File: src/rtl/core/lcd4_pkg.sv
// ----------------------------------------------------------------------------
// LCD sequencer package
// Types, codes and phase decode shared by the 4-bit LCD sequencer.
// ----------------------------------------------------------------------------
package lcd4_pkg;

  localparam int unsigned TickCountWidth = 8;
  localparam int unsigned CfgIndexWidth  = 3;
  localparam int unsigned CfgDataWidth   = 8;

  localparam logic [7:0] PowerOnWaitRst = 8'd40;
  localparam logic [7:0] EnHighRst      = 8'd1;
  localparam logic [7:0] EnLowRst       = 8'd1;
  localparam logic [7:0] CmdSettleRst   = 8'd2;
  localparam logic [7:0] DataSettleRst  = 8'd1;
  localparam logic [7:0] ClearSettleRst = 8'd3;

  localparam logic [7:0] ByteFunctionSet = 8'h28;
  localparam logic [7:0] ByteDisplayOn   = 8'h0C;
  localparam logic [7:0] ByteEntryMode   = 8'h06;
  localparam logic [7:0] ByteClear       = 8'h01;
  localparam logic [3:0] NibWake         = 4'h3;
  localparam logic [3:0] NibFourBit      = 4'h2;
  localparam logic [7:0] AddrLine1       = 8'h80;
  localparam logic [7:0] AddrLine2       = 8'hC0;
  localparam logic [7:0] GapFirst        = 8'd5;
  localparam logic [7:0] GapNext         = 8'd2;

  typedef enum logic [2:0] {
    CMD_TICK   = 3'd0,
    CMD_BYTE   = 3'd1,
    CMD_DATA   = 3'd2,
    CMD_INIT   = 3'd3,
    CMD_CLEAR  = 3'd4,
    CMD_CURSOR = 3'd5
  } cmd_e;

  typedef enum logic [2:0] {
    KIND_NONE   = 3'd0,
    KIND_CMD    = 3'd1,
    KIND_DATA   = 3'd2,
    KIND_INIT   = 3'd3,
    KIND_CLEAR  = 3'd4,
    KIND_CURSOR = 3'd5
  } kind_e;

  typedef enum logic [1:0] {
    PH_END  = 2'd0,
    PH_WAIT = 2'd1,
    PH_HIGH = 2'd2,
    PH_LOW  = 2'd3
  } ph_e;

  typedef enum logic [2:0] {
    CFG_POWER_ON_WAIT = 3'd0,
    CFG_EN_HIGH       = 3'd1,
    CFG_EN_LOW        = 3'd2,
    CFG_CMD_SETTLE    = 3'd3,
    CFG_DATA_SETTLE   = 3'd4,
    CFG_CLEAR_SETTLE  = 3'd5
  } cfg_idx_e;

  typedef struct packed {
    logic [7:0] power_on_wait;
    logic [7:0] enable_high_ticks;
    logic [7:0] enable_low_ticks;
    logic [7:0] command_settle;
    logic [7:0] data_settle;
    logic [7:0] clear_settle;
  } cfg_t;

  typedef struct packed {
    logic [2:0] command;
    logic [7:0] byte_value;
    logic [1:0] row;
    logic [5:0] column;
  } req_t;

  typedef struct packed {
    logic       lcd_rs;
    logic       lcd_en;
    logic [3:0] lcd_data;
    logic       busy_res;
    logic       accepted;
  } res_t;

  typedef struct packed {
    ph_e        ph;
    logic [3:0] nib;
    logic [7:0] dur;
  } phase_t;

  function automatic logic [7:0] at_least_one(logic [7:0] v);
    return (v == 8'd0) ? 8'd1 : v;
  endfunction

  function automatic logic [7:0] init_byte(logic [1:0] k);
    logic [7:0] b;
    unique case (k)
      2'd0:    b = ByteFunctionSet;
      2'd1:    b = ByteDisplayOn;
      2'd2:    b = ByteEntryMode;
      default: b = ByteClear;
    endcase
    return b;
  endfunction

  function automatic phase_t byte_phase(logic [2:0] b, logic [7:0] v, logic [7:0] settle,
                                        cfg_t cfg);
    phase_t p;
    p.nib = (b < 3'd2) ? v[7:4] : v[3:0];
    unique case (b)
      3'd0, 3'd2: begin
        p.ph  = PH_HIGH;
        p.dur = at_least_one(cfg.enable_high_ticks);
      end
      3'd1, 3'd3: begin
        p.ph  = PH_LOW;
        p.dur = at_least_one(cfg.enable_low_ticks);
      end
      default: begin
        p.ph  = PH_WAIT;
        p.dur = settle;
      end
    endcase
    return p;
  endfunction

  function automatic phase_t describe(kind_e kind, logic [5:0] step, logic [7:0] pbyte,
                                      logic psel, cfg_t cfg);
    phase_t     p;
    logic [5:0] off;
    logic [1:0] k;
    logic [2:0] b;
    p.ph  = PH_END;
    p.nib = 4'd0;
    p.dur = 8'd0;
    off   = step - 6'd12;
    if (off < 6'd5) begin
      k = 2'd0;
      b = off[2:0];
    end else if (off < 6'd10) begin
      k = 2'd1;
      b = 3'(off - 6'd5);
    end else if (off < 6'd15) begin
      k = 2'd2;
      b = 3'(off - 6'd10);
    end else begin
      k = 2'd3;
      b = 3'(off - 6'd15);
    end
    if (kind == KIND_INIT) begin
      p.nib = (step < 6'd10) ? NibWake : NibFourBit;
      if (step == 6'd0) begin
        p.ph  = PH_WAIT;
        p.dur = cfg.power_on_wait;
      end else if (step == 6'd1 || step == 6'd4 || step == 6'd7 || step == 6'd10) begin
        p.ph  = PH_HIGH;
        p.dur = at_least_one(cfg.enable_high_ticks);
      end else if (step == 6'd2 || step == 6'd5 || step == 6'd8 || step == 6'd11) begin
        p.ph  = PH_LOW;
        p.dur = at_least_one(cfg.enable_low_ticks);
      end else if (step == 6'd3) begin
        p.ph  = PH_WAIT;
        p.dur = GapFirst;
      end else if (step == 6'd6 || step == 6'd9) begin
        p.ph  = PH_WAIT;
        p.dur = GapNext;
      end else if (step < 6'd32) begin
        p = byte_phase(b, init_byte(k), cfg.command_settle, cfg);
      end else if (step == 6'd32) begin
        p.ph  = PH_WAIT;
        p.dur = cfg.clear_settle;
      end
    end else if (kind != KIND_NONE) begin
      if (step < 6'd5) begin
        p = byte_phase(step[2:0], pbyte, psel ? cfg.data_settle : cfg.command_settle, cfg);
      end else if (step == 6'd5 && kind == KIND_CLEAR) begin
        p.ph  = PH_WAIT;
        p.dur = cfg.clear_settle;
      end
    end
    return p;
  endfunction

endpackage

File: src/rtl/core/lcd4_if.sv
// ----------------------------------------------------------------------------
// LCD sequencer channels
// Valid/ready channel interfaces for request items and result items.
// ----------------------------------------------------------------------------
interface lcd4_req_if;
  import lcd4_pkg::*;

  logic valid;
  logic ready;
  req_t data;

  modport source (output valid, output data, input ready);
  modport sink (input valid, input data, output ready);
endinterface

interface lcd4_res_if;
  import lcd4_pkg::*;

  logic valid;
  logic ready;
  res_t data;

  modport source (output valid, output data, input ready);
  modport sink (input valid, input data, output ready);
endinterface

File: src/rtl/core/lcd_4bit_parallel_sequencer_top.sv
// ----------------------------------------------------------------------------
// 4-bit parallel LCD sequencer
// Character LCD command, data, clear, cursor and init sequencing timed by tick items.
// ----------------------------------------------------------------------------
// Channel   Direction  Payload
// req_i     in         command, byte_value, row, column
// res_o     out        lcd_rs, lcd_en, lcd_data, busy_res, accepted
// cfg_*     in         write enable, register index, 8-bit data
//
// One item is taken per cycle unless a stalled result keeps the input register full.
// An input register feeds the sequencer core, whose result goes to an output register.
// Reset clears the sequencer to idle and loads the default timing registers.
// A stalled result holds, and one further item waits in the input register.

module lcd_4bit_parallel_sequencer_top #(
  parameter int unsigned TICK_COUNT_WIDTH = lcd4_pkg::TickCountWidth
) (
  input  logic                               clk_i,
  input  logic                               rst_ni,
  lcd4_req_if.sink                           req_i,
  lcd4_res_if.source                         res_o,
  input  logic                               cfg_we_i,
  input  logic [lcd4_pkg::CfgIndexWidth-1:0] cfg_index_i,
  input  logic [lcd4_pkg::CfgDataWidth-1:0]  cfg_data_i
);
  import lcd4_pkg::*;

  logic s1_valid_q, s1_valid_d;
  req_t s1_data_q;
  logic res_valid_q, res_valid_d;
  res_t res_data_q;
  logic res_free;
  logic s1_adv;
  logic in_fire;
  cfg_t cfg;
  res_t step_res;

  lcd4_cfg_regs u_cfg (
    .clk_i       (clk_i),
    .rst_ni      (rst_ni),
    .cfg_we_i    (cfg_we_i),
    .cfg_index_i (cfg_index_i),
    .cfg_data_i  (cfg_data_i),
    .cfg_o       (cfg)
  );

  lcd4_seq #(
    .TICK_COUNT_WIDTH (TICK_COUNT_WIDTH)
  ) u_seq (
    .clk_i  (clk_i),
    .rst_ni (rst_ni),
    .fire_i (s1_adv),
    .req_i  (s1_data_q),
    .cfg_i  (cfg),
    .res_o  (step_res)
  );

  assign res_free    = !res_valid_q || res_o.ready;
  assign s1_adv      = s1_valid_q && res_free;
  assign req_i.ready = !s1_valid_q || res_free;
  assign in_fire     = req_i.valid && req_i.ready;

  assign s1_valid_d  = in_fire ? 1'b1 : (s1_adv ? 1'b0 : s1_valid_q);
  assign res_valid_d = s1_adv ? 1'b1 : (res_o.ready ? 1'b0 : res_valid_q);

  always_ff @(posedge clk_i or negedge rst_ni) begin
    if (!rst_ni) begin
      s1_valid_q  <= 1'b0;
      res_valid_q <= 1'b0;
    end else begin
      s1_valid_q  <= s1_valid_d;
      res_valid_q <= res_valid_d;
    end
  end

  always_ff @(posedge clk_i) begin
    if (in_fire) begin
      s1_data_q <= req_i.data;
    end
    if (s1_adv) begin
      res_data_q <= step_res;
    end
  end

  assign res_o.valid = res_valid_q;
  assign res_o.data  = res_data_q;

endmodule

File: src/rtl/core/lcd4_cfg_regs.sv
// ----------------------------------------------------------------------------
// LCD sequencer configuration registers
// Write-only timing registers, loaded from a plain indexed write port.
// ----------------------------------------------------------------------------
module lcd4_cfg_regs (
  input  logic                                  clk_i,
  input  logic                                  rst_ni,
  input  logic                                  cfg_we_i,
  input  logic [lcd4_pkg::CfgIndexWidth-1:0]    cfg_index_i,
  input  logic [lcd4_pkg::CfgDataWidth-1:0]     cfg_data_i,
  output lcd4_pkg::cfg_t                        cfg_o
);
  import lcd4_pkg::*;

  cfg_t cfg_q;
  cfg_t cfg_d;

  always_comb begin
    cfg_d = cfg_q;
    if (cfg_we_i) begin
      unique case (cfg_idx_e'(cfg_index_i))
        CFG_POWER_ON_WAIT: cfg_d.power_on_wait     = cfg_data_i;
        CFG_EN_HIGH:       cfg_d.enable_high_ticks = cfg_data_i;
        CFG_EN_LOW:        cfg_d.enable_low_ticks  = cfg_data_i;
        CFG_CMD_SETTLE:    cfg_d.command_settle    = cfg_data_i;
        CFG_DATA_SETTLE:   cfg_d.data_settle       = cfg_data_i;
        CFG_CLEAR_SETTLE:  cfg_d.clear_settle      = cfg_data_i;
        default:           cfg_d = cfg_q;
      endcase
    end
  end

  always_ff @(posedge clk_i or negedge rst_ni) begin
    if (!rst_ni) begin
      cfg_q.power_on_wait     <= PowerOnWaitRst;
      cfg_q.enable_high_ticks <= EnHighRst;
      cfg_q.enable_low_ticks  <= EnLowRst;
      cfg_q.command_settle    <= CmdSettleRst;
      cfg_q.data_settle       <= DataSettleRst;
      cfg_q.clear_settle      <= ClearSettleRst;
    end else begin
      cfg_q <= cfg_d;
    end
  end

  assign cfg_o = cfg_q;

endmodule

File: src/rtl/core/lcd4_seq.sv
// ----------------------------------------------------------------------------
// LCD sequencer core
// Holds the phase state and pin levels and advances them by one item.
// ----------------------------------------------------------------------------
module lcd4_seq #(
  parameter int unsigned TICK_COUNT_WIDTH = lcd4_pkg::TickCountWidth
) (
  input  logic           clk_i,
  input  logic           rst_ni,
  input  logic           fire_i,
  input  lcd4_pkg::req_t req_i,
  input  lcd4_pkg::cfg_t cfg_i,
  output lcd4_pkg::res_t res_o
);
  import lcd4_pkg::*;

  localparam int unsigned TickMax = (1 << TICK_COUNT_WIDTH) - 1;

  logic [5:0]                  step_q, step_d;
  logic [TICK_COUNT_WIDTH-1:0] wait_q, wait_d;
  logic [7:0]                  pbyte_q, pbyte_d;
  logic                        psel_q, psel_d;
  kind_e                       kind_q, kind_d;
  logic                        pin_sel_q, pin_sel_d;
  logic                        pin_en_q, pin_en_d;
  logic [3:0]                  pin_nib_q, pin_nib_d;
  logic                        acc;

  logic [5:0]                  ch_start;
  kind_e                       ch_kind;
  logic [7:0]                  ch_pbyte;
  logic                        ch_psel;
  logic [5:0]                  ch_step;
  logic [TICK_COUNT_WIDTH-1:0] ch_wait;
  kind_e                       ch_kind_out;
  logic                        ch_sel;
  logic                        ch_en;
  logic [3:0]                  ch_nib;
  logic                        ch_run;
  logic [TICK_COUNT_WIDTH-1:0] wait_dec;
  logic                        busy;

  function automatic logic [TICK_COUNT_WIDTH-1:0] sat(logic [7:0] d);
    if (32'(d) > TickMax) begin
      return TICK_COUNT_WIDTH'(TickMax);
    end
    return TICK_COUNT_WIDTH'(d);
  endfunction

  // Walks through zero-length waits; at most two waits precede a phase that holds.
  always_comb begin
    logic [5:0]                  st;
    logic                        done;
    phase_t                      ph;
    logic [TICK_COUNT_WIDTH-1:0] w;
    st          = ch_start;
    done        = 1'b0;
    ch_step     = 6'd0;
    ch_wait     = '0;
    ch_kind_out = KIND_NONE;
    ch_sel      = pin_sel_q;
    ch_en       = pin_en_q;
    ch_nib      = pin_nib_q;
    for (int i = 0; i < 3; i++) begin
      ph = describe(ch_kind, st, ch_pbyte, ch_psel, cfg_i);
      w  = sat(ph.dur);
      if (!done) begin
        unique case (ph.ph)
          PH_END: begin
            done = 1'b1;
          end
          PH_HIGH: begin
            ch_nib      = ph.nib;
            ch_sel      = ch_psel;
            ch_en       = 1'b1;
            ch_step     = st;
            ch_wait     = w;
            ch_kind_out = ch_kind;
            done        = 1'b1;
          end
          PH_LOW: begin
            ch_en       = 1'b0;
            ch_step     = st;
            ch_wait     = w;
            ch_kind_out = ch_kind;
            done        = 1'b1;
          end
          default: begin
            if (w != '0) begin
              ch_step     = st;
              ch_wait     = w;
              ch_kind_out = ch_kind;
              done        = 1'b1;
            end else begin
              st = st + 6'd1;
            end
          end
        endcase
      end
    end
  end

  assign busy     = (kind_q != KIND_NONE);
  assign wait_dec = (wait_q != '0) ? (wait_q - TICK_COUNT_WIDTH'(1)) : '0;

  always_comb begin
    ch_run   = 1'b0;
    ch_start = step_q + 6'd1;
    ch_kind  = kind_q;
    ch_pbyte = pbyte_q;
    ch_psel  = psel_q;
    acc      = 1'b0;
    step_d   = step_q;
    wait_d   = wait_q;
    kind_d   = kind_q;
    pbyte_d  = pbyte_q;
    psel_d   = psel_q;
    if (fire_i) begin
      if (req_i.command == CMD_TICK) begin
        if (busy) begin
          if (wait_dec == '0) begin
            ch_run = 1'b1;
          end else begin
            wait_d = wait_dec;
          end
        end
      end else if (!busy && req_i.command <= CMD_CURSOR) begin
        acc      = 1'b1;
        ch_run   = 1'b1;
        ch_start = 6'd0;
        ch_kind  = kind_e'(req_i.command);
        ch_psel  = (req_i.command == CMD_DATA);
        unique case (cmd_e'(req_i.command))
          CMD_CLEAR:  ch_pbyte = ByteClear;
          CMD_CURSOR: ch_pbyte = 8'(((req_i.row == 2'd1) ? AddrLine1 : AddrLine2)
                                    + {2'b00, req_i.column} - 8'd1);
          CMD_INIT:   ch_pbyte = 8'd0;
          default:    ch_pbyte = req_i.byte_value;
        endcase
        pbyte_d = ch_pbyte;
        psel_d  = ch_psel;
      end
      if (ch_run) begin
        step_d = ch_step;
        wait_d = ch_wait;
        kind_d = ch_kind_out;
      end
    end
  end

  assign pin_sel_d = ch_run ? ch_sel : pin_sel_q;
  assign pin_en_d  = ch_run ? ch_en  : pin_en_q;
  assign pin_nib_d = ch_run ? ch_nib : pin_nib_q;

  always_ff @(posedge clk_i or negedge rst_ni) begin
    if (!rst_ni) begin
      step_q    <= 6'd0;
      wait_q    <= '0;
      pbyte_q   <= 8'd0;
      psel_q    <= 1'b0;
      kind_q    <= KIND_NONE;
      pin_sel_q <= 1'b0;
      pin_en_q  <= 1'b0;
      pin_nib_q <= 4'd0;
    end else begin
      step_q    <= step_d;
      wait_q    <= wait_d;
      pbyte_q   <= pbyte_d;
      psel_q    <= psel_d;
      kind_q    <= kind_d;
      pin_sel_q <= pin_sel_d;
      pin_en_q  <= pin_en_d;
      pin_nib_q <= pin_nib_d;
    end
  end

  assign res_o.lcd_rs   = pin_sel_d;
  assign res_o.lcd_en   = pin_en_d;
  assign res_o.lcd_data = pin_nib_d;
  assign res_o.busy_res = (kind_d != KIND_NONE);
  assign res_o.accepted = acc;

endmodule

File: src/flat_wrapper.sv
// flat-port wrapper written by rule: the top's interface ports become plain ports
module lcd_4bit_parallel_sequencer_top_flat import lcd4_pkg::*;
#(
  parameter int unsigned TICK_COUNT_WIDTH = lcd4_pkg::TickCountWidth
)
  (clk_i, rst_ni, cfg_we_i, cfg_index_i, cfg_data_i, req_i_valid, req_i_data, req_i_ready, res_o_valid, res_o_data, res_o_ready);
  lcd4_req_if req_i_i ();
  lcd4_res_if res_o_i ();
  input  logic clk_i;
  input  logic rst_ni;
  input  logic cfg_we_i;
  input  logic [lcd4_pkg::CfgIndexWidth-1:0] cfg_index_i;
  input  logic [lcd4_pkg::CfgDataWidth-1:0] cfg_data_i;
  input wire logic [$bits(req_i_i.valid)-1:0] req_i_valid;
  input wire logic [$bits(req_i_i.data)-1:0] req_i_data;
  output wire logic [$bits(req_i_i.ready)-1:0] req_i_ready;
  output wire logic [$bits(res_o_i.valid)-1:0] res_o_valid;
  output wire logic [$bits(res_o_i.data)-1:0] res_o_data;
  input wire logic [$bits(res_o_i.ready)-1:0] res_o_ready;
  assign req_i_i.valid = req_i_valid;
  assign req_i_i.data = req_i_data;
  assign req_i_ready = req_i_i.ready;
  assign res_o_valid = res_o_i.valid;
  assign res_o_data = res_o_i.data;
  assign res_o_i.ready = res_o_ready;
  lcd_4bit_parallel_sequencer_top #(.TICK_COUNT_WIDTH(TICK_COUNT_WIDTH)) u_core (.clk_i(clk_i), .rst_ni(rst_ni), .req_i(req_i_i), .res_o(res_o_i), .cfg_we_i(cfg_we_i), .cfg_index_i(cfg_index_i), .cfg_data_i(cfg_data_i));
endmodule
File: config.mk
export PLATFORM = sky130hd
export DESIGN_NAME = lcd_4bit_parallel_sequencer_top_flat
export DESIGN_NICKNAME = d
export VERILOG_FILES = /design/src/rtl/core/lcd4_pkg.sv /design/src/rtl/core/lcd4_if.sv /design/src/rtl/core/lcd_4bit_parallel_sequencer_top.sv /design/src/rtl/core/lcd4_cfg_regs.sv /design/src/rtl/core/lcd4_seq.sv /design/src/flat_wrapper.sv
export SDC_FILE = /design/constraint.sdc
export NUM_CORES = 1
export LEC_CHECK = 0
export BUFFER_PORTS_ARGS = -buffer_cell sky130_fd_sc_hd__buf_2
export CORE_ASPECT_RATIO = 0.75
export CORE_MARGIN = 2
export CORE_UTILIZATION = 30
export CTS_CLUSTER_DIAMETER = 120
export DETAILED_ROUTE_END_ITERATION = 8
export SETUP_SLACK_MARGIN = 0.5
export SKIP_CTS_REPAIR_TIMING = 1
export SLEW_MARGIN = 10
export SYNTH_ARGS = -nofsm -noshare
export SYNTH_HDL_FRONTEND = slang
export SYNTH_SLANG_ARGS = --single-unit
File: constraint.sdc
create_clock -name clk_i -period 12.2 [get_ports clk_i]
set_input_delay 2.44 -clock clk_i [delete_from_list [all_inputs] [get_ports clk_i]]
set_output_delay 2.44 -clock clk_i [all_outputs]
set_load 0.05 [all_outputs]
# Word level (Yosys, flattened, before mapping)
# Cells that the tools add are included.
classes:
  add_sub_neg: 18
  order_cmp: 25
  n_eq_ne: 79
  n_mux: 209
  n_reduce_logical: 88
ops:
  columns: ["op", "count"]
  rows:
  - ["$mux W8", 43]
  - ["$pmux W8 S2", 9]
  - ["$mux W4", 33]
  - ["$mux W14", 6]
  - ["$mux W6", 13]
  - ["$eq A6 B3 Y1 const B", 12]
  - ["$eq A6 B4 Y1 const B", 12]
  - ["$mux W3", 19]
  - ["$lt A6 B4 Y1 const B", 9]
  - ["$mux W2", 27]
  - ["$pmux W6 S3", 3]
  - ["$eq A3 B2 Y1 const B", 17]
  - ["$mux W1", 39]
  - ["$eq A6 B2 Y1 const B", 6]
  - ["$lt A6 B3 Y1 const B", 6]
  - ["$pmux W6 S2", 3]
  - ["$reduce_bool A8 Y1", 4]
  - ["$reduce_or A2 Y1", 15]
  - ["$logic_not A3 Y1", 8]
  - ["$logic_not A8 Y1", 3]
  - ["$pmux W2 S2", 6]
  - ["$pmux W8 S3", 1]
  - ["$logic_or A1 B1 Y1", 23]
  - ["$eq A3 B1 Y1 const B", 7]
  - ["27 further kinds", 95]
word_totals:
  register_bits: 109
  inputBits: 35
  out_inout_bits: 10
  wordCells: 444

# Logic depth before layout (Yosys ltp)
# Gate-level depths: netlist (run 1).
logic_depth:
  ltp_word: 65
  mapped_depth: 59
  depth_no_buf: 49

# Cells and area by module
# A second synthesis (run 1) with hierarchy kept.
unflattened:
  cells_unflattened: 1553
  hier_area_um2: 12171.7
modules_own_cells:
  columns: ["mod", "n_inst", "cells_per_inst", "area_per_inst_um2", "seq_area_each_um2"]
  rows:
  - ["lcd4_seq", 1, 1412, 9414.0, 800.8]
  - ["lcd4_cfg_regs", 1, 106, 1843.0, 1211.2]
  - ["lcd_4bit_parallel_sequencer_top", 1, 35, 914.6, 860.8]

# Worst setup path after synthesis (run 1)
# No wires, ideal clock.
synth_path:
  path_type: "input to register"
  from: "input res_o_ready"
  to: "register u_core.res_data_q, in the netlist u_core.res_o.data[1], data pin"
  setup_time_ns: 0.259
  arrival_ns: 14.286
  required_ns: 11.941
  setup_slack_ns: -2.345
  path_stages: 56
  n_path_buf: 9
  cell_sequence: "nor2b_1 > nor3_4 > a21boi_1 > inv_1 > clkbuf_1 > ha_1 > clkbuf_1 > a21oi_1 > a21o_1 > nor2b_1 > a221o_1 > o21ai_2 > buf_4 > nand3_1 > a211oi_2 > nand4b_2 > buf_2 > nor3_1 > [... 20 more ...] > buf_4 > xnor2_1 > inv_2 > ha_1 > or2_2 > a22oi_1 > o311ai_0 > a21oi_1 > nand2b_1 > clkbuf_1 > a31oi_1 > mux2i_1 > o32ai_1 > a31oi_1 > nand4_1 > o31ai_4 > o21ai_2 > a211o_1"
synth_rtl:
  columns: ["item", "line_no", "rtl"]
  rows:
  - ["from (decl)", "flat_wrapper.sv:19", "input wire logic [$bits(res_o_i.ready)-1:0] res_o_ready;"]
  - ["to (signal assigned)", "lcd_4bit_parallel_sequencer_top.sv:81", "res_data_q <= step_res;"]
  - ["to (decl)", "lcd_4bit_parallel_sequencer_top.sv:31", "res_t res_data_q;"]

==> results of run 1 <==
[path summary, 6_finish.rpt]
kind	from	to	slack, ns	cells after the start
worst min-delay path	u_core.u_seq.pin_sel_q	u_core.u_seq.pin_sel_q	0.51	1
max in group asynchronous	rst_ni	u_core.u_cfg.cfg_o[46]	9.11	2
worst max-delay path	res_o_ready	u_core.res_o.data[1]	-0.36	48
worst max register to register	u_core.u_seq.step_q[0]	u_core.res_o.data[1]	0.66	46
worst min register to register	u_core.u_seq.pin_sel_q	u_core.u_seq.pin_sel_q	0.51	1
min in group asynchronous	rst_ni	u_core.u_seq.wait_q[0]	2.04	1
[registers in the layout (all words and copies together), names as in the netlist, 3 cells and up]
register and flops:
u_core.u_seq.pin_nib_q 4, u_core.u_seq.step_q 6, u_core.u_seq.kind_q 3, u_core.s1_data_q 19, u_core.u_seq.pbyte_q 8, u_core.u_cfg.cfg_o 48
u_core.res_o.data 8, u_core.u_seq.wait_q 8
[metrics by stage]
stage	hold WS, ns	std cells	util (%)
3_5_place_dp	0.487	2515	40.8
6_report	0.511	2578	44.2
4_1_cts	0.500	2531	41.5
2_1_floorplan	0.450	1582	-
5_1_grt	0.525	2578	44.2
3_3_place_gp	0.475	2515	40.8
[per-layer routing]
metal	global-route usage, %	wire, um	vias to the layer above
li1	-	-	7036
met1	45.9	30900	7741
met5	1.46	80	-
met2	43.3	27800	848
met4	9.68	2470	2
met3	8.63	7720	155
[cell usage after synthesis, types with 11 or more instances]
| master | n |
|---|---|
| or3_1 | 14 |
| a31oi_1 | 39 |
| nor3_1 | 52 |
| xnor2_1 | 18 |
| nand4_1 | 19 |
| nor2b_1 | 16 |
| buf_2 | 20 |
| o21a_1 | 13 |
| a21o_1 | 17 |
| o221ai_1 | 12 |
| a22oi_1 | 24 |
| nor2_1 | 124 |
| a211o_1 | 13 |
| a221o_1 | 11 |
| nor4_1 | 16 |
| o21ai_1 | 15 |
| o22ai_1 | 19 |
| mux2i_1 | 36 |
| ha_1 | 48 |
| inv_1 | 55 |
| nand3_1 | 47 |
| a21oi_1 | 104 |
| a221oi_1 | 21 |
| o211ai_1 | 20 |
| nand2_1 | 172 |
| o31ai_1 | 14 |
| edfxtp_1 | 27 |
| a211oi_1 | 15 |
| and2_1 | 22 |
| dfrtp_1 | 74 |
| o21ai_0 | 107 |
| clkbuf_1 | 62 |
| a22o_1 | 16 |
| nand2b_1 | 12 |
| mux2_2 | 46 |
| and3_1 | 18 |
[logic make-up (layout without fill, tap and decap cells)]
logic type | count (synthesis) | in the layout | synth area share, %
AOI/OAI and AO/OA | 598 | 598 | 34.7
and+or+nand+nor | 563 | 563 | 23.0
buffers and inverters | 158 | 626 | 5.28
DFF | 109 | 109 | 23.3
muxes | 84 | 84 | 7.29
adders and majority gates | 48 | 48 | 4.86
xor gates and xnor gates | 22 | 22 | 1.62
[cell type report]
cell class | instances | share of cell area [%]
tap | 528 | 3.68
inverter | 66 | 1.46
clock buffer | 12 | 1.32
sequential | 109 | 16.0
clock inverter | 4 | 0.132
multi-input combinational | 1315 | 54.7
timing repair buffer | 544 | 22.7
==> results.md, run 1 <==
* Run status: finished, violations left
* Failing checks: setup timing
* FF+latch count, synth at 109
* Post-Syn Area at between 0.01 and 0.015 mm2
* Htree depth at 3
* Period utilization at 103%
* CP Class: input port to flip-flop
* Dominant synthesized flop cell: dfrtp_1
* Crit Path Max Fanout at 6
* Area added between synthesis and finish at 45.4%
* Most common cell after layout, fill and taps aside: buf_4
* Tightest Pin Transition at 1.17 ns
* Largest net degree at the start of global routing at between 40 and 50
* Layout cells sized above 1 at 40.0%
* Final Hold Fails at 0
* CTS Buffer Depth at 2
* Synth cell types at approximately 110
* Final Instance Area at ~0.018 mm2
* Drt total wl at around 70 mm
* Seq/Total Area, Yosys at between 20% and 30%
* Area leader, netlist: dfrtp_1
* Post-synth net total at roughly 1,700
* Placed Area at between 0.015 and 0.02 mm2
* Wire length per cell at approximately 27 um
* CP arrival at 12.70 ns
* Critical Path Start Type: input port
* Crit end category: flip-flop
* Footprint of the multi-input gates at a little under 0.01 mm2
* Ys async rst share at about three quarters
* Unrepaired setup endpoints after global routing: true
* Hold Crit Class: flip-flop to flip-flop
* Setup violations, final at 12
* Initial Util at between 30% and 40%
* Pre-CTS WS at -1.04 ns
* Mapped Cells at ~1,600
* Setup TNS at -2.87 ns
* Routed Antenna Nets at 0
* MaxCap Viol Count at 0
* Clock root buffer: clkbuf_16
* Reg area at about 0.0029 mm2
* Drt first pass iters at 5
* Die W at roughly 240 um
* Die area at about 0.043 mm2
* Slew headroom at a little over a fifth
* Via count of the first global-routing pass at 14,560
* CP dominant cell by count: buf_4
* EDFF count, synth at 27
* Worst path max stage delay at 0.59 ns
* Fill cell count at about 4,100
* Slowest-stage cell, CP: or4_4
* Synth area leaders: dfrtp_1 15%, edfxtp_1 6.6%, nand2_1 5.2%, ha_1 4.9%, o21ai_0 4.3%
* GRT Util Overall at a little under a third
* Row count at 64
* Via count at ~16,000
* Total CTS buffers at 9
* Final Wtd Congestion at around 1.0
* Total Nets Final at around 2,100
* Most frequent cells in the layout: 485 x buf_4, 169 x nand2_1, 116 x nor2_1, 95 x a21oi_1, 82 x o21ai_0
* Fmax at approximately 80 MHz
* WP buf/inv at 8
* Clk sink count at ~110
* Initial antenna violation count at 2
* I/O pins at 45
* Family with the most delay on the worst path: compound AO/OA/AOI/OAI gates
* Drc violations at 0
* Detailed Place HPWL at about 54 mm
* Clock transition at path regs at around 0.07 ns
* Mean Syn Cell Area at approximately 7.8 um2
* Setup Skew at 0.0123 ns
* First-pass GRT wire length at 98.5 mm
* Area share of the largest cell type after synthesis at about 15%
* CTS tree: yes
* Clock latency at the later pin of the worst-skew pair at around 0.39 ns
* Port Buffers at 44
* Iter 0 DRT Violations at roughly 1,700
* CORE AREA at roughly 0.041 mm2
* Die Height at 180 um
* Setup ws final at -0.356 ns
* Crit path required time at 12.34 ns
* Tmin final at about 13 ns
* Ant. Diodes at 0
* Final slew viol count at 0
* Synth warnings at 0
* Total grt overflow at 0
* Vias per cell at about 6.1
Power of run 1 is not shown: default switching activity piles up to over one toggle a cycle in this logic, so the estimate is an artifact.
==> run 2: changes to the inputs <==
TNS_END_PERCENT = 30   (was unset)
==> results.md, run 2 (synthesized netlist as in run 1, its figures left out) <==
* CTS Buffer Depth at 2 (unchanged)
* GRT Util Overall at 28.9% (-2.2 points)
* Die area at 0.0428 mm2 (unchanged)
* Via count at 15,614 (-1.1%)
* Clock transition at path regs at 0.09 ns (+0.02 ns)
* Drt total wl at 64.9 mm (-5.8%)
* Most frequent cells in the layout: 434 x buf_4, 167 x nand2_1, 117 x nor2_1, 93 x o21ai_0, 93 x a21oi_1
* First-pass GRT wire length at 93.0 mm (-5.6%)
* Slew headroom at 5.19% (-16 points)
* Iter 0 DRT Violations at 2,284 (+34%)
* Setup ws final at -0.183 ns (+0.172 ns)
* Ant. Diodes at 0 (unchanged)
* MaxCap Viol Count at 0 (unchanged)
* Drt first pass iters at 7 (+2)
* Clock latency at the later pin of the worst-skew pair at 0.39 ns (about the same)
* Fill cell count at 4,105 (-0.61%)
* Final Wtd Congestion at 1.07 (+5.0%)
* Unrepaired setup endpoints after global routing: true
* Initial antenna violation count at 5 (+3)
* Crit path required time at 12.34 ns (about the same)
* Largest net degree at the start of global routing at 49 (unchanged)
* Critical Path Start Type: input port
* Drc violations at 0 (unchanged)
* Slowest-stage cell, CP: or4_4
* Die Height at 180 um (unchanged)
* Via count of the first global-routing pass at 14,522 (-0.26%)
* Clk sink count at 109 (unchanged)
* Most common cell after layout, fill and taps aside: buf_4
* Clock root buffer: clkbuf_16
* Period utilization at 102% (-1.4 points)
* Wire length per cell at 25.7 um (-3.8%)
* CTS tree: yes
* Layout cells sized above 1 at 38.5% (-1.5 points)
* Vias per cell at 6.18 (+1.0%)
* Setup TNS at -0.950 ns (+1.92 ns)
* Die W at 238 um (unchanged)
* CORE AREA at 0.0407 mm2 (unchanged)
* Fmax at 80.8 MHz (+1.4%)
* Tightest Pin Transition at 1.42 ns (+0.249 ns)
* Total Nets Final at 2,075 (-2.5%)
* Worst path max stage delay at 0.60 ns (about the same)
* Final slew viol count at 0 (unchanged)
* Tmin final at 12.38 ns (-0.172 ns)
* Total grt overflow at 0 (unchanged)
* Total CTS buffers at 9 (unchanged)
* Run status: finished, violations left
* Detailed Place HPWL at 51.8 mm (-4.6%)
* Initial Util at 30.4% (unchanged)
* CP Class: input port to flip-flop
* Setup violations, final at 12 (unchanged)
* Setup Skew at 0.0119 ns (-0.000393 ns)
* Hold Crit Class: flip-flop to flip-flop
* Largest register FFs at 48 (unchanged)
* Routed Antenna Nets at 0 (unchanged)
* Crit Path Max Fanout at 7 (+1)
* Area added between synthesis and finish at 42.0%
* Crit end category: flip-flop
* Port Buffers at 44 (unchanged)
* Htree depth at 3 (unchanged)
* Failing checks: setup timing
* I/O pins at 45 (unchanged)
* Final Hold Fails at 0 (unchanged)
* Row count at 64 (unchanged)
* CP arrival at 12.53 ns (-0.17 ns)
==> run 2: cell count changes in the layout (fill, tap and decap cells not counted), moves of 4 or more <==
cell     previous run  this run
o21ai_1            30        21
o22ai_1            13        19
nor4_2              3         7
o22ai_2             6         0
o21ai_0            82        93
buf_4             485       434
==> run 2: stage by stage <==
stage | instances | util [%] | hold slack [ns] | instance area (um2) | worst slack [ns]
floorplan | 1582 | - | 0.450 | 12700 | -0.466
global placement | 2471 | 39.9 | 0.468 | 16200 | -0.890
detailed placement | 2471 | 39.9 | 0.478 | 16200 | -1.00
CTS | 2487 | 40.7 | 0.496 | 16500 | -0.665
global route | 2525 | 43.1 | 0.535 | 17600 | -0.419
finish | 2525 | 43.1 | 0.501 | 17600 | -0.183
==> run 2: per-layer routing <==
layer	track usage, %	vias up	routed length (um)
li1	-	6917	-
met1	40.8	7572	27900
met2	41.1	963	26600
met3	10.1	160	8400
met4	8.75	2	1990
met5	0	-	17
==> run 2: path summary, 6_finish.rpt <==
path,end,start,slack (ns),cells past startpoint
worst max-delay path,u_core.res_o.data[1],res_o_ready,-0.18,51
worst min-delay path,u_core.u_seq.pin_sel_q,u_core.u_seq.pin_sel_q,0.50,1
worst max register to register,u_core.res_o.data[1],u_core.u_seq.step_q[0],0.69,47
worst min register to register,u_core.u_seq.pin_sel_q,u_core.u_seq.pin_sel_q,0.50,1
max in group asynchronous,u_core.u_cfg.cfg_o[23],rst_ni,9.12,2
min in group asynchronous,u_core.u_seq.wait_q[0],rst_ni,2.07,1
==> run 2: area by class of cell <==
class,count,area [um2],share of cell area (%)
clock buffers,9,225,1.28
clock inverters,7,86.3,0.492
inverters,66,260,1.48
multi-input cells,1315,9770,55.6
flip-flops and latches,109,2870,16.4
well taps,528,661,3.76
repair buffers,491,3680,21.0
==> run 2: worst max-delay path, delay by kind of cell <==
family                     cells  cell delay, ns
adders and majority gates      3            0.67
AOI/OAI and AO/OA             24            5.41
buffers and inverters         12            1.71
and+or+nand+nor               11            2.20
muxes                          1            0.07
Power of run 2 is left out for the same reason.
==> run 3: changes to the inputs <==
CELL_PAD_IN_SITES_DETAIL_PLACEMENT = 0   (was unset)
CELL_PAD_IN_SITES_GLOBAL_PLACEMENT = 1   (was unset)
CORE_ASPECT_RATIO = 0.5   (was 0.75)
PLACE_DENSITY_LB_ADDON = 0.1   (was unset)
==> results.md, run 3 (synthesized netlist as in run 1, its figures left out) <==
* Layout cells sized above 1 at 43.6% (+5.0 points)
* Final Wtd Congestion at 1.09 (+1.2%)
* Slowest-stage cell, CP: or4_4
* FF-to-FF End: u_core.res_o.data[1]
* Unrepaired setup endpoints after global routing: true
* Crit end category: flip-flop
* CP arrival at 12.65 ns (+0.12 ns)
* Worst hold slack at 0.501 ns (-0.000254 ns)
* CTS tree: yes
* Critical Path Start Type: input port
* Row count at 52 (-19%)
* Failing checks: setup timing
* Detailed Place HPWL at 61.7 mm (+19%)
* CORE AREA at 0.0405 mm2 (-0.36%)
* Total Nets Final at 2,204 (+6.2%)
* Initial antenna violation count at 5 (unchanged)
* Clk sink count at 109 (unchanged)
* R2r startpoint: u_core.u_seq.kind_q[2]
* Total CTS buffers at 9 (unchanged)
* Drt first pass iters at 5 (-2)
* Crit Path Max Fanout at 7 (unchanged)
* Setup Skew at 0.0141 ns (+0.00215 ns)
* Wire length per cell at 28.8 um (+12%)
* Clock root buffer: clkbuf_16
* Fmax at 80.0 MHz (-0.99%)
* Initial Util at 30.5% (+0.11 points)
* CTS Buffer Depth at 2 (unchanged)
* MaxCap Viol Count at 0 (unchanged)
* R2R Setup Slk at 0.93 ns (+0.24 ns)
* Most common cell after layout, fill and taps aside: buf_4
* Tmin final at 12.51 ns (+0.124 ns)
* Final Hold Fails at 0 (unchanged)
* Setup ws final at -0.307 ns (-0.124 ns)
* Largest register FFs at 48 (unchanged)
* Hold depth at 1 (unchanged)
* GRT Util Overall at 34.4% (+5.4 points)
* Pre-CTS WS at -1.95 ns (-0.955 ns)
* Clock transition at path regs at 0.08 ns (about the same)
* Die W at 291 um (+22%)
* Ant. Diodes at 0 (unchanged)
* CP Class: input port to flip-flop
* Die Height at 148 um (-18%)
* Hold endpoint: u_core.u_seq.pin_sel_q
* Via count at 16,325 (+4.6%)
* HP Start: u_core.u_seq.pin_sel_q
* Setup violations, final at 17 (+5)
* Slew headroom at 16.1% (+11 points)
* Hold Crit Class: flip-flop to flip-flop
* CP dominant cell by count: buf_6
* Routed Antenna Nets at 0 (unchanged)
* Iter 0 DRT Violations at 1,704 (-25%)
* Largest net degree at the start of global routing at 58 (+18%)
* Tightest Pin Transition at 1.25 ns (-0.167 ns)
* Die area at 0.0429 mm2 (+0.19%)
* Area added between synthesis and finish at 53.4%
* Period utilization at 103% (+1.0 points)
* Clock latency at the later pin of the worst-skew pair at 0.39 ns (about the same)
* Crit path required time at 12.34 ns (about the same)
* Vias per cell at 6.12 (-0.98%)
* Drc violations at 0 (unchanged)
* Worst path max stage delay at 0.61 ns (about the same)
* Port Buffers at 44 (unchanged)
* Run status: finished, violations left
* Total grt overflow at 0 (unchanged)
* Final slew viol count at 0 (unchanged)
* Most frequent cells in the layout: 538 x buf_4, 166 x nand2_1, 116 x nor2_1, 92 x a21oi_1, 90 x o21ai_0
* Htree depth at 3 (unchanged)
* Via count of the first global-routing pass at 15,265 (+5.1%)
* R2r worst-path depth at 52 (+11%)
* Drt total wl at 76.9 mm (+18%)
* I/O pins at 45 (unchanged)
* First-pass GRT wire length at 107 mm (+15%)
## run 3: changes by cell type in the layout (fill, tap and decap cells not counted), sizes merged
cell      delta
buf        +129
clkinvlp     +1
clkinv       -2
bufinv       +1
## run 3: worst max path at each step
stage	from	end	slack (ns)
after floorplan	res_o_ready	u_core.res_o.data[1]	-0.47
after global placement	res_o_ready	u_core.res_o.data[1]	-1.79
after detailed placement	res_o_ready	u_core.res_o.data[1]	-1.95
after CTS	res_o_ready	u_core.res_o.data[1]	-1.59
after global routing	res_o_ready	u_core.res_o.data[1]	-0.49
final	res_o_ready	u_core.res_o.data[1]	-0.31
## run 3: through the flow
step | instance area, um2 | util, % | TNS (ns) | std cells
finish | 19000 | 46.8 | -2.70 | 2666
global route | 19000 | 46.8 | -7.85 | 2666
CTS | 17200 | 42.5 | -34.28 | 2581
detailed placement | 16900 | 41.7 | -45.43 | 2565
global placement | 16900 | 41.7 | -40.57 | 2565
floorplan | 12700 | - | -2.38 | 1582
## run 3: layout make-up
type                            instances  area, um2
Fill cell                            4035      21600
Multi-Input combinational cell       1315      10000
Timing Repair Buffer                  620       4800
Sequential cell                       109       2870
Tap cell                              540        676
Inverter                               66        273
Clock buffer                            9        225
Clock inverter                          7       85.1
## run 3: critical path, delay by kind of cell
kind,cells,cell delay [ns]
buf+inv,13,1.88
xor+xnor,1,0.13
simple gates,14,2.53
fa+ha+maj,3,0.58
compound gates,24,5.03
## run 3: metal layers
metal	part of all wire [%]	global-route usage [%]	vias up
met2	41	49.6	890
met4	3.2	9.38	6
met3	11	11.3	171
met5	0.047	0	-
met1	45	48.7	8090
li1	-	-	7168
Power of run 3 is left out for the same reason.
